<file path="src/hw/rtl/dcrb_pkg.sv">
// Shared types, register map and reset values for the display companion register block.
`default_nettype none

package dcrb_pkg;

   localparam int RegBytes = 15;

   localparam int OfsId       = 0;
   localparam int OfsReset    = 1;
   localparam int OfsDetected = 2;
   localparam int OfsTimeout  = 3;
   localparam int OfsRemain   = 7;
   localparam int OfsBeep     = 11;
   localparam int OfsBright   = 13;

   localparam logic [7:0]  DevId          = 8'h01;
   localparam logic [31:0] TimeoutDefault = 32'd20000;
   localparam logic [15:0] BeepDefault    = 16'd250;
   localparam logic [1:0]  HighNeeded     = 2'd3;
   localparam logic [1:0]  PulsesNeeded   = 2'd2;

   typedef logic [RegBytes-1:0][7:0] regs_type;

   typedef enum logic [2:0] {
      ACT_WR_ADDR    = 3'd0,
      ACT_WR_DATA    = 3'd1,
      ACT_RD_BYTE    = 3'd2,
      ACT_SENSE_EDGE = 3'd3,
      ACT_SAMPLE     = 3'd4,
      ACT_MS_TICK    = 3'd5
   } action_type;

   function automatic regs_type regs_reset_value();
      regs_type r;
      r = '0;
      r[OfsId] = DevId;
      r[OfsTimeout+3:OfsTimeout] = TimeoutDefault;
      r[OfsBeep+1:OfsBeep] = BeepDefault;
      return r;
   endfunction

endpackage

`default_nettype wire

</file>
<file path="src/hw/rtl/display_companion_register_block_core.sv">
// Top level: register file, motion qualifier and millisecond housekeeping in one pass.
`default_nettype none

// Display companion register block. Each word on the req_ side is one event
// (bus address/data write, byte read, sensor edge, sensor sample or
// millisecond tick) and produces exactly one word on the rsp_ side. The event
// is applied to the register state in the cycle it is accepted and its result
// sits in the rsp_ output register from the next cycle on. Throughput is 1
// word per cycle. The rate is set by the single state-update
// pass (32-bit remaining-count decrement being the longest path); a new word
// is taken whenever the output register is empty or is being drained.
module display_companion_register_block_core (
   input  wire logic        clock,
   input  wire logic        reset,
   input  wire logic        req_tvalid,
   output logic             req_tready,
   input  wire logic [15:0] req_tdata,   // [7:0] data_byte, [8] sensor_level, rest zero
   input  wire logic [2:0]  req_tuser,   // [2:0] action
   output logic             rsp_tvalid,
   input  wire logic        rsp_tready,
   output logic [23:0]      rsp_tdata    // [7:0] read_byte, [8] buzzer_on,
                                         // [18:9] backlight_duty, [19] detected,
                                         // [20] reset_request, rest zero
);

   dcrb_pkg::regs_type regs_ff, regs_in;
   logic [7:0]  ptr_ff, ptr_in;
   logic        expect_ff, expect_in;
   logic        armed_ff, armed_in;
   logic [1:0]  high_ff, high_in;
   logic [1:0]  pulse_ff, pulse_in;
   logic [9:0]  duty_ff, duty_in;
   logic        buzz_ff, buzz_in;
   logic        rsp_valid_ff, rsp_valid_in;
   logic [23:0] rsp_data_ff, rsp_data_in;

   logic        accept;
   logic [7:0]  rd_byte;
   logic        did_reset;
   logic [15:0] bright;
   logic [15:0] beep;
   logic [31:0] remain;
   logic        det_out;
   logic [7:0]  data_byte;
   logic        sensor_level;

   assign data_byte    = req_tdata[7:0];
   assign sensor_level = req_tdata[8];

   assign req_tready = !rsp_valid_ff || rsp_tready;
   assign accept     = req_tvalid && req_tready;
   assign rsp_tvalid = rsp_valid_ff;
   assign rsp_tdata  = rsp_data_ff;

   always_comb begin
      regs_in   = regs_ff;
      ptr_in    = ptr_ff;
      expect_in = expect_ff;
      armed_in  = armed_ff;
      high_in   = high_ff;
      pulse_in  = pulse_ff;
      duty_in   = duty_ff;
      buzz_in   = buzz_ff;
      rd_byte   = 8'd0;
      did_reset = 1'b0;
      bright    = regs_ff[dcrb_pkg::OfsBright+1:dcrb_pkg::OfsBright];
      beep      = regs_ff[dcrb_pkg::OfsBeep+1:dcrb_pkg::OfsBeep];
      remain    = regs_ff[dcrb_pkg::OfsRemain+3:dcrb_pkg::OfsRemain] - 32'd1;
      if (accept) begin
         case (dcrb_pkg::action_type'(req_tuser))
            dcrb_pkg::ACT_WR_ADDR: begin
               expect_in = 1'b1;
            end
            dcrb_pkg::ACT_WR_DATA: begin
               if (expect_ff) begin
                  ptr_in    = data_byte;
                  expect_in = 1'b0;
               end else if (ptr_ff < 8'(dcrb_pkg::RegBytes)) begin
                  regs_in[ptr_ff[3:0]] = data_byte;
                  ptr_in = ptr_ff + 8'd1;
               end
            end
            dcrb_pkg::ACT_RD_BYTE: begin
               if (ptr_ff < 8'(dcrb_pkg::RegBytes)) begin
                  rd_byte = regs_ff[ptr_ff[3:0]];
               end
               ptr_in = ptr_ff + 8'd1;
            end
            dcrb_pkg::ACT_SENSE_EDGE: begin
               armed_in = 1'b1;
            end
            dcrb_pkg::ACT_SAMPLE: begin
               if (armed_ff && sensor_level) begin
                  high_in = high_ff + 2'd1;
                  if (high_in >= dcrb_pkg::HighNeeded) begin
                     // qualified pulse: disarm until next edge
                     high_in  = 2'd0;
                     armed_in = 1'b0;
                     pulse_in = pulse_ff + 2'd1;
                  end
               end else begin
                  armed_in = 1'b0;
                  high_in  = 2'd0;
               end
               if (pulse_in > dcrb_pkg::PulsesNeeded) begin
                  regs_in[dcrb_pkg::OfsDetected] = 8'd1;
                  regs_in[dcrb_pkg::OfsRemain+3:dcrb_pkg::OfsRemain] =
                     regs_ff[dcrb_pkg::OfsTimeout+3:dcrb_pkg::OfsTimeout];
                  pulse_in = 2'd0;
               end
            end
            dcrb_pkg::ACT_MS_TICK: begin
               if (regs_ff[dcrb_pkg::OfsReset] == 8'd1) begin
                  // soft reset: restore everything, skip the rest of the tick
                  regs_in   = dcrb_pkg::regs_reset_value();
                  ptr_in    = 8'd0;
                  expect_in = 1'b1;
                  armed_in  = 1'b0;
                  high_in   = 2'd0;
                  pulse_in  = 2'd0;
                  duty_in   = 10'd0;
                  buzz_in   = 1'b0;
                  did_reset = 1'b1;
               end else begin
                  if (bright[15:10] == 6'd0) begin
                     duty_in = bright[9:0];
                  end
                  if (beep != 16'd0) begin
                     buzz_in = 1'b1;
                     regs_in[dcrb_pkg::OfsBeep+1:dcrb_pkg::OfsBeep] = beep - 16'd1;
                  end else begin
                     buzz_in = 1'b0;
                  end
                  if (regs_ff[dcrb_pkg::OfsDetected] == 8'd1) begin
                     regs_in[dcrb_pkg::OfsRemain+3:dcrb_pkg::OfsRemain] = remain;
                     if (remain == 32'd0) begin
                        regs_in[dcrb_pkg::OfsDetected] = 8'd0;
                     end
                  end
               end
            end
            default: begin
            end
         endcase
      end
      det_out = (regs_in[dcrb_pkg::OfsDetected] == 8'd1);
   end

   always_comb begin
      rsp_valid_in = rsp_valid_ff;
      rsp_data_in  = rsp_data_ff;
      if (accept) begin
         rsp_valid_in = 1'b1;
         rsp_data_in  = {3'd0, did_reset, det_out, duty_in, buzz_in, rd_byte};
      end else if (rsp_tready) begin
         rsp_valid_in = 1'b0;
      end
   end

   always_ff @(posedge clock) begin
      if (reset) begin
         regs_ff      <= dcrb_pkg::regs_reset_value();
         ptr_ff       <= 8'd0;
         expect_ff    <= 1'b1;
         armed_ff     <= 1'b0;
         high_ff      <= 2'd0;
         pulse_ff     <= 2'd0;
         duty_ff      <= 10'd0;
         buzz_ff      <= 1'b0;
         rsp_valid_ff <= 1'b0;
      end else begin
         regs_ff      <= regs_in;
         ptr_ff       <= ptr_in;
         expect_ff    <= expect_in;
         armed_ff     <= armed_in;
         high_ff      <= high_in;
         pulse_ff     <= pulse_in;
         duty_ff      <= duty_in;
         buzz_ff      <= buzz_in;
         rsp_valid_ff <= rsp_valid_in;
      end
   end

   // hold payload while the word waits
   always_ff @(posedge clock) begin
      rsp_data_ff <= rsp_data_in;
   end

endmodule

`default_nettype wire

</file>
<file path="config.mk">
export PLATFORM = sky130hd
export DESIGN_NAME = display_companion_register_block_core
export DESIGN_NICKNAME = d
export VERILOG_FILES = /design/src/hw/rtl/dcrb_pkg.sv /design/src/hw/rtl/display_companion_register_block_core.sv
export SDC_FILE = /design/constraint.sdc
export NUM_CORES = 1
export LEC_CHECK = 0
export BUFFER_PORTS_ARGS = -buffer_cell sky130_fd_sc_hd__buf_2
export CAP_MARGIN = 30
export CORE_ASPECT_RATIO = 1.75
export CORE_MARGIN = 4
export CORE_UTILIZATION = 55
export DETAILED_ROUTE_END_ITERATION = 12
export GPL_ROUTABILITY_DRIVEN = 0
export HOLD_SLACK_MARGIN = 0.06
export PLACE_DENSITY = 0.73
export SLEW_MARGIN = 5
export SYNTH_ARGS = -nofsm -noshare
export SYNTH_HDL_FRONTEND = slang
export SYNTH_SLANG_ARGS = --single-unit
</file>
<file path="constraint.sdc">
create_clock -name clock -period 3.5 [get_ports clock]
set_input_delay 0.175 -clock clock [delete_from_list [all_inputs] [get_ports clock]]
set_output_delay 0.175 -clock clock [all_outputs]
set_load 0.02 [all_outputs]
</file>
Yosys cells after proc, flatten, opt, wreduce, memory -nomap -nowiden
Cells that the tools add are included.
{"block": "totals", "ff_bits": 167, "word_cells": 131}
{"block": "classes", "muxes": 55, "n_reduce_logical": 24, "magnitude_cmp": 5, "add_sub_neg": 5, "eq_ne": 16}
{"operator": "two-way mux 120 bit", "n": 2}
{"operator": "case mux 32 bit (2 select lines)", "n": 2}
{"operator": "bitwise mux 120 bit", "n": 1}
{"operator": "two-way mux 32 bit", "n": 3}
{"operator": "case mux 32 bit (3 select lines)", "n": 1}
{"operator": "two-way mux 8 bit", "n": 9}
{"operator": "two-way mux 16 bit", "n": 3}
{"operator": "two-way mux 48 bit", "n": 1}
{"operator": "case mux 8 bit (3 select lines)", "n": 2}
{"operator": "two-way mux 10 bit", "n": 4}
{"operator": "binary-select mux 8 bit (select 4 bit)", "n": 1}
{"operator": "demux 8 bit (select 4 bit)", "n": 1}
{"operator": "logical NOT 32 bit", "n": 1}
{"operator": "case mux 16 bit (2 select lines)", "n": 1}
{"operator": "subtractor 32 x 1 -> 32 bit (second input constant)", "n": 1}
{"operator": "equality test 8 x 1 -> 1 bit (second input constant)", "n": 3}
{"operator": "two-way mux 24 bit", "n": 1}
{"operator": "two-way mux 2 bit", "n": 8}
{"operator": "nonzero test 16 bit", "n": 1}
{"operator": "subtractor 16 x 1 -> 16 bit (second input constant)", "n": 1}
{"operator": "inequality test 3 bit (second input constant)", "n": 4}
{"operator": "nonzero test 3 bit", "n": 4}
{"operator": "two-way mux 1 bit", "n": 11}
{"operator": "AND reduction 5 bit", "n": 2}
{"operator": "23 further kinds", "n": 37}

Logic depth before layout (Yosys ltp)
{"block": "logic_depth", "ltp_word": 11, "mapped_depth": 11, "ltp_nobuf": 9}

Worst setup path before layout
Ideal clock, no wire load.
{"block": "synth_timing", "kind": "reg-to-reg", "start": "reg regs_ff[56] in the netlist's numbering", "end": "reg rsp_data_ff[19] (netlist: rsp_tdata[19]), data pin", "setup_slack_ns": 0.727, "t_arrival_ns": 2.500, "setup_time_ns": 0.273, "required_ns": 3.227, "stages_incl_launch_ff": 12, "synth_period_minus_slack_ns": 2.773, "cell_sequence": "dfxtp_1 -> inv_1 -> ha_1 -> nor3b_1 -> and3_1 -> clkbuf_1 -> and2_1 -> buf_1 -> o31a_1 -> o31a_1 -> o31ai_4 -> a2111oi_2"}
{"block": "synth_via", "elab_chain_len": 8}
{"item": "from (decl)", "line_no": "display_companion_register_block_core.sv:26", "source": "dcrb_pkg::regs_type regs_ff, regs_in;"}
{"item": "from (signal assigned)", "line_no": "display_companion_register_block_core.sv:162", "source": "regs_ff <= dcrb_pkg::regs_reset_value();"}
{"item": "from (signal assigned)", "line_no": "display_companion_register_block_core.sv:172", "source": "regs_ff <= regs_in;"}
{"item": "subtractor 32 x 1 -> 32 bit", "line_no": "display_companion_register_block_core.sv:68", "source": "remain = regs_ff[dcrb_pkg::OfsRemain+3:dcrb_pkg::OfsRemain] - 32'd1;"}
{"item": "logical NOT 32 bit", "line_no": "display_companion_register_block_core.sv:136", "source": "if (remain == 32'd0) begin"}
{"item": "two-way mux 8 bit", "line_no": "display_companion_register_block_core.sv:136"}
{"item": "two-way mux 8 bit", "line_no": "display_companion_register_block_core.sv:134", "source": "if (regs_ff[dcrb_pkg::OfsDetected] == 8'd1) begin"}
{"item": "two-way mux 8 bit", "line_no": "display_companion_register_block_core.sv:113", "source": "if (regs_ff[dcrb_pkg::OfsReset] == 8'd1) begin"}
{"item": "case mux 8 bit (3 select lines)", "line_no": "display_companion_register_block_core.sv:70", "source": "case (dcrb_pkg::action_type'(req_tuser))"}
{"item": "two-way mux 24 bit", "line_no": "display_companion_register_block_core.sv:69", "source": "if (accept) begin"}
{"item": "equality test 8 x 1 -> 1 bit", "line_no": "display_companion_register_block_core.sv:146", "source": "det_out = (regs_in[dcrb_pkg::OfsDetected] == 8'd1);"}
{"item": "via det_out", "line_no": "display_companion_register_block_core.sv:43", "source": "logic det_out;"}
{"item": "to (signal assigned)", "line_no": "display_companion_register_block_core.sv:186", "source": "rsp_data_ff <= rsp_data_in;"}
{"item": "to (decl)", "line_no": "display_companion_register_block_core.sv:35", "source": "logic [23:0] rsp_data_ff, rsp_data_in;"}
The timed path passes the listed nets, and every way through them passes these cells.
A chain may end at the register's enable or synchronous reset.

Worst setup path after layout
Ends and elaborated chain as after synthesis.

==> flow_summary.json <==
{
  "dr.pass1.iters": 7,
  "clk_latency_ns": 0.44,
  "n_antenna_cell": 0,
  "rsz0062_at_grt": "no",
  "yosysTopAreaCell": "dfxtp_1",
  "fmax_mhz": 300,
  "wl_per_cell_um": 23.4,
  "holdPathEnd": "rsp_tvalid",
  "portBuffers": 38,
  "min_period_over_period": 0.954,
  "design_area_mm2": 0.0105,
  "critPathMaxStageDelay_ns": 0.57,
  "postSynthCellCount": 1111,
  "slew_viol_final": 0,
  "drive_above_1_share": 0.159,
  "critPathLaunchType": "register",
  "hold_depth": 3,
  "layout_commonest_cell": "nor2_1",
  "grt_use_total": 0.324,
  "cts_hold_buf": 2,
  "peakVddDrop_mv": 0.313,
  "worstPathRequired_ns": 3.67,
  "cp_data_arrival_time_ns": 3.51,
  "postCtsSetupRepairBufs": 0,
  "synthArstFlopShare": 0,
  "syn_avg_cell_area_um2": 8.61,
  "crit_buf_inv": 1,
  "cp-end-kind": "register",
  "cp_max_fo": 8,
  "slowest_stage": "or3b_2",
  "dieHeight_um": 182,
  "synth_area_leaders": "dfxtp_1 (31%), mux4_2 (7.5%), edfxtp_1 (6.6%)",
  "fp.dieArea_mm2": 0.0196,
  "tns_ns": 0,
  "power.total_uw": 4520,
  "synth-main-ff-cell": "dfxtp_1",
  "cap_violations": 0,
  "synth_edf_count": 21,
  "post_drt_via_cell_ratio": 6.86,
  "r2r_end": "rsp_tdata[19]",
  "synth.area.mux_share": 0.0860,
  "nNetsFinal": 1128,
  "rrSetupSlack_ns": 0.16,
  "post_cts_resized": 0,
  "netlist.area_leader.share": 0.306,
  "hold_viol": 0,
  "ioPinCount": 49,
  "die_x_um": 108,
  "core_area_mm2": 0.0170,
  "synth_adder_area_share": 0.00916,
  "reg2reg_depth": 9,
  "cts_tree": "built",
  "grt_max_degree": 58,
  "grt_pass1_vias": 8710,
  "crit_family": "compound AO/OA/AOI/OAI gates",
  "utilization": 0.616,
  "fin_crit_ns": 3.34,
  "synth_xor_area_frac": 0.0119,
  "clockBufferDepth": 2,
  "place_hpwl_um": 21400,
  "synth_top_family_by_area": "compound AO/OA/AOI/OAI gates",
  "ys_seq_area_frac": 0.372,
  "drtAntennaViolNets": 0,
  "setup-violations-final": 0,
  "ys_types": 81,
  "ys_ff_latch": 167,
  "drc": 0,
  "syn-cell-area_mm2": 0.00956,
  "ys_warn_count": 0,
  "hp-class": "in -> reg",
  "status": "finished clean",
  "row_count": 63,
  "synth_simple_gate_area_share": 0.211,
  "grt_pass1_wl_um": 48900,
  "worstReg2RegStart": "regs_ff[56]",
  "clk_pin_slew_ns": 0.07,
  "cp_cell_sequence": "inv_1 > ha_1 > or3b_2 > nor3b_1 > o21ai_0 > a222oi_1 > nand4_1 > o31ai_4 > a2111oi_2",
  "floorplan.initialDensity": 0.562,
  "placed_area_mm2": 0.00990,
  "finClkSkew_ns": 0.0113,
  "final_cell_mix": "nor2_1 (149), dfxtp_1 (144), a21oi_1 (82)",
  "wl_um": 31400,
  "tightestPinTransition_ns": 0.888,
  "first_iter_violations": 1099,
  "hold_start": "rsp_tready",
  "crit_type": "reg -> reg",
  "grt-ovfl-total": 0,
  "numCtsBuffers": 17,
  "antenna_found_initial": 0,
  "slew_headroom": 0.402,
  "power_per_cell_area_mw_per_mm2": 431,
  "vias": 9185,
  "synth-compound-area-share": 0.258,
  "p_leak_uw": 0.00365,
  "cts_sinks": 167,
  "clock-root-buffer": "clkbuf_16",
  "cts_htree_levels": 4,
  "synthToLayoutAreaGrowth_pct": 9.75
}
-- cell type report --
cell class | instances | area, um2
multi-input cells | 823 | 5540
clock inverters | 13 | 134
fillers | 1501 | 6530
inverters | 19 | 71.3
flip-flops and latches | 167 | 3560
repair buffers | 70 | 468
clock buffers | 19 | 443
well taps | 227 | 284
-- registers in the layout, summed over array words and instances, names as in the netlist, 2 cells and up --
signal,count
beep,16
duty_ff,10
pulse_ff,2
high_ff,2
rsp_tdata,21
bright,16
ptr_ff,8
regs_ff,88
-- cell usage after synthesis, drive strengths merged, types with 11 or more instances --
master	count
nor2	150
dfxtp	146
a21oi	83
clkbuf	76
o21ai	72
nand2	71
a22oi	68
nor3	37
mux4	32
buf	28
and2	21
edfxtp	21
or2	21
inv	19
and3	17
a211oi	16
a22o	13
nor4	13
a222oi	12
nor2b	12
or3	12
a221oi	11
-- metal layers --
layer | GRT usage | part of all wire
met4 | 0.229 | 0.083
met3 | 0.0623 | 0.093
met1 | 0.377 | 0.35
met5 | 0 | 0
met2 | 0.528 | 0.47
-- worst register-to-register path: cells and delay by family (launching register included) --
family / cells / cell delay (ns)
and+or+nand+nor: 3 / 1.05
buffers and inverters: 1 / 0.11
DFF: 1 / 0.38
adders and majority gates: 1 / 0.27
AOI/OAI and AO/OA: 4 / 1.28
-- cell families (layout without fill, tap and decap cells) --
logic type	after synthesis	count (layout)
AOI/OAI and AO/OA	354	354
muxes	42	42
and+or+nand+nor	404	404
xor gates and xnor gates	13	13
other	1	3
DFF	167	167
adders and majority gates	7	7
buffers and inverters	123	121
-- stage by stage --
stage	setup slack, ns	hold WS, ns	instances
6_report	0.162	0.0840	1338
5_1_grt	0.0283	0.105	1338
3_5_place_dp	0.342	0.454	1304
3_3_place_gp	0.395	0.455	1301
2_1_floorplan	0.727	0.326	1113
4_1_cts	0.271	0.0719	1338
-- power by group --
| group | switching (uW) | internal (uW) | total [uW] |
|---|---|---|---|
| sequential | 38.7 | 1970 | 2010 |
| combinational | 424 | 216 | 640 |
| clock | 849 | 1020 | 1870 |
| total | 1310 | 3210 | 4520 |
-- worst max-delay path by stage --
stage                      startpoint       endpoint  slack, ns  cells past startpoint
final                     regs_ff[56]  rsp_tdata[19]       0.16                      9
after global routing      regs_ff[56]  rsp_tdata[19]       0.03                      9
after CTS                 regs_ff[56]  rsp_tdata[19]       0.27                      9
after detailed placement  regs_ff[56]  rsp_tdata[19]       0.34                      9
after global placement    regs_ff[56]  rsp_tdata[19]       0.39                      9
after floorplan           regs_ff[56]  rsp_tdata[19]       0.73                     11
No activity file was read; power rests on OpenSTA's default activity.
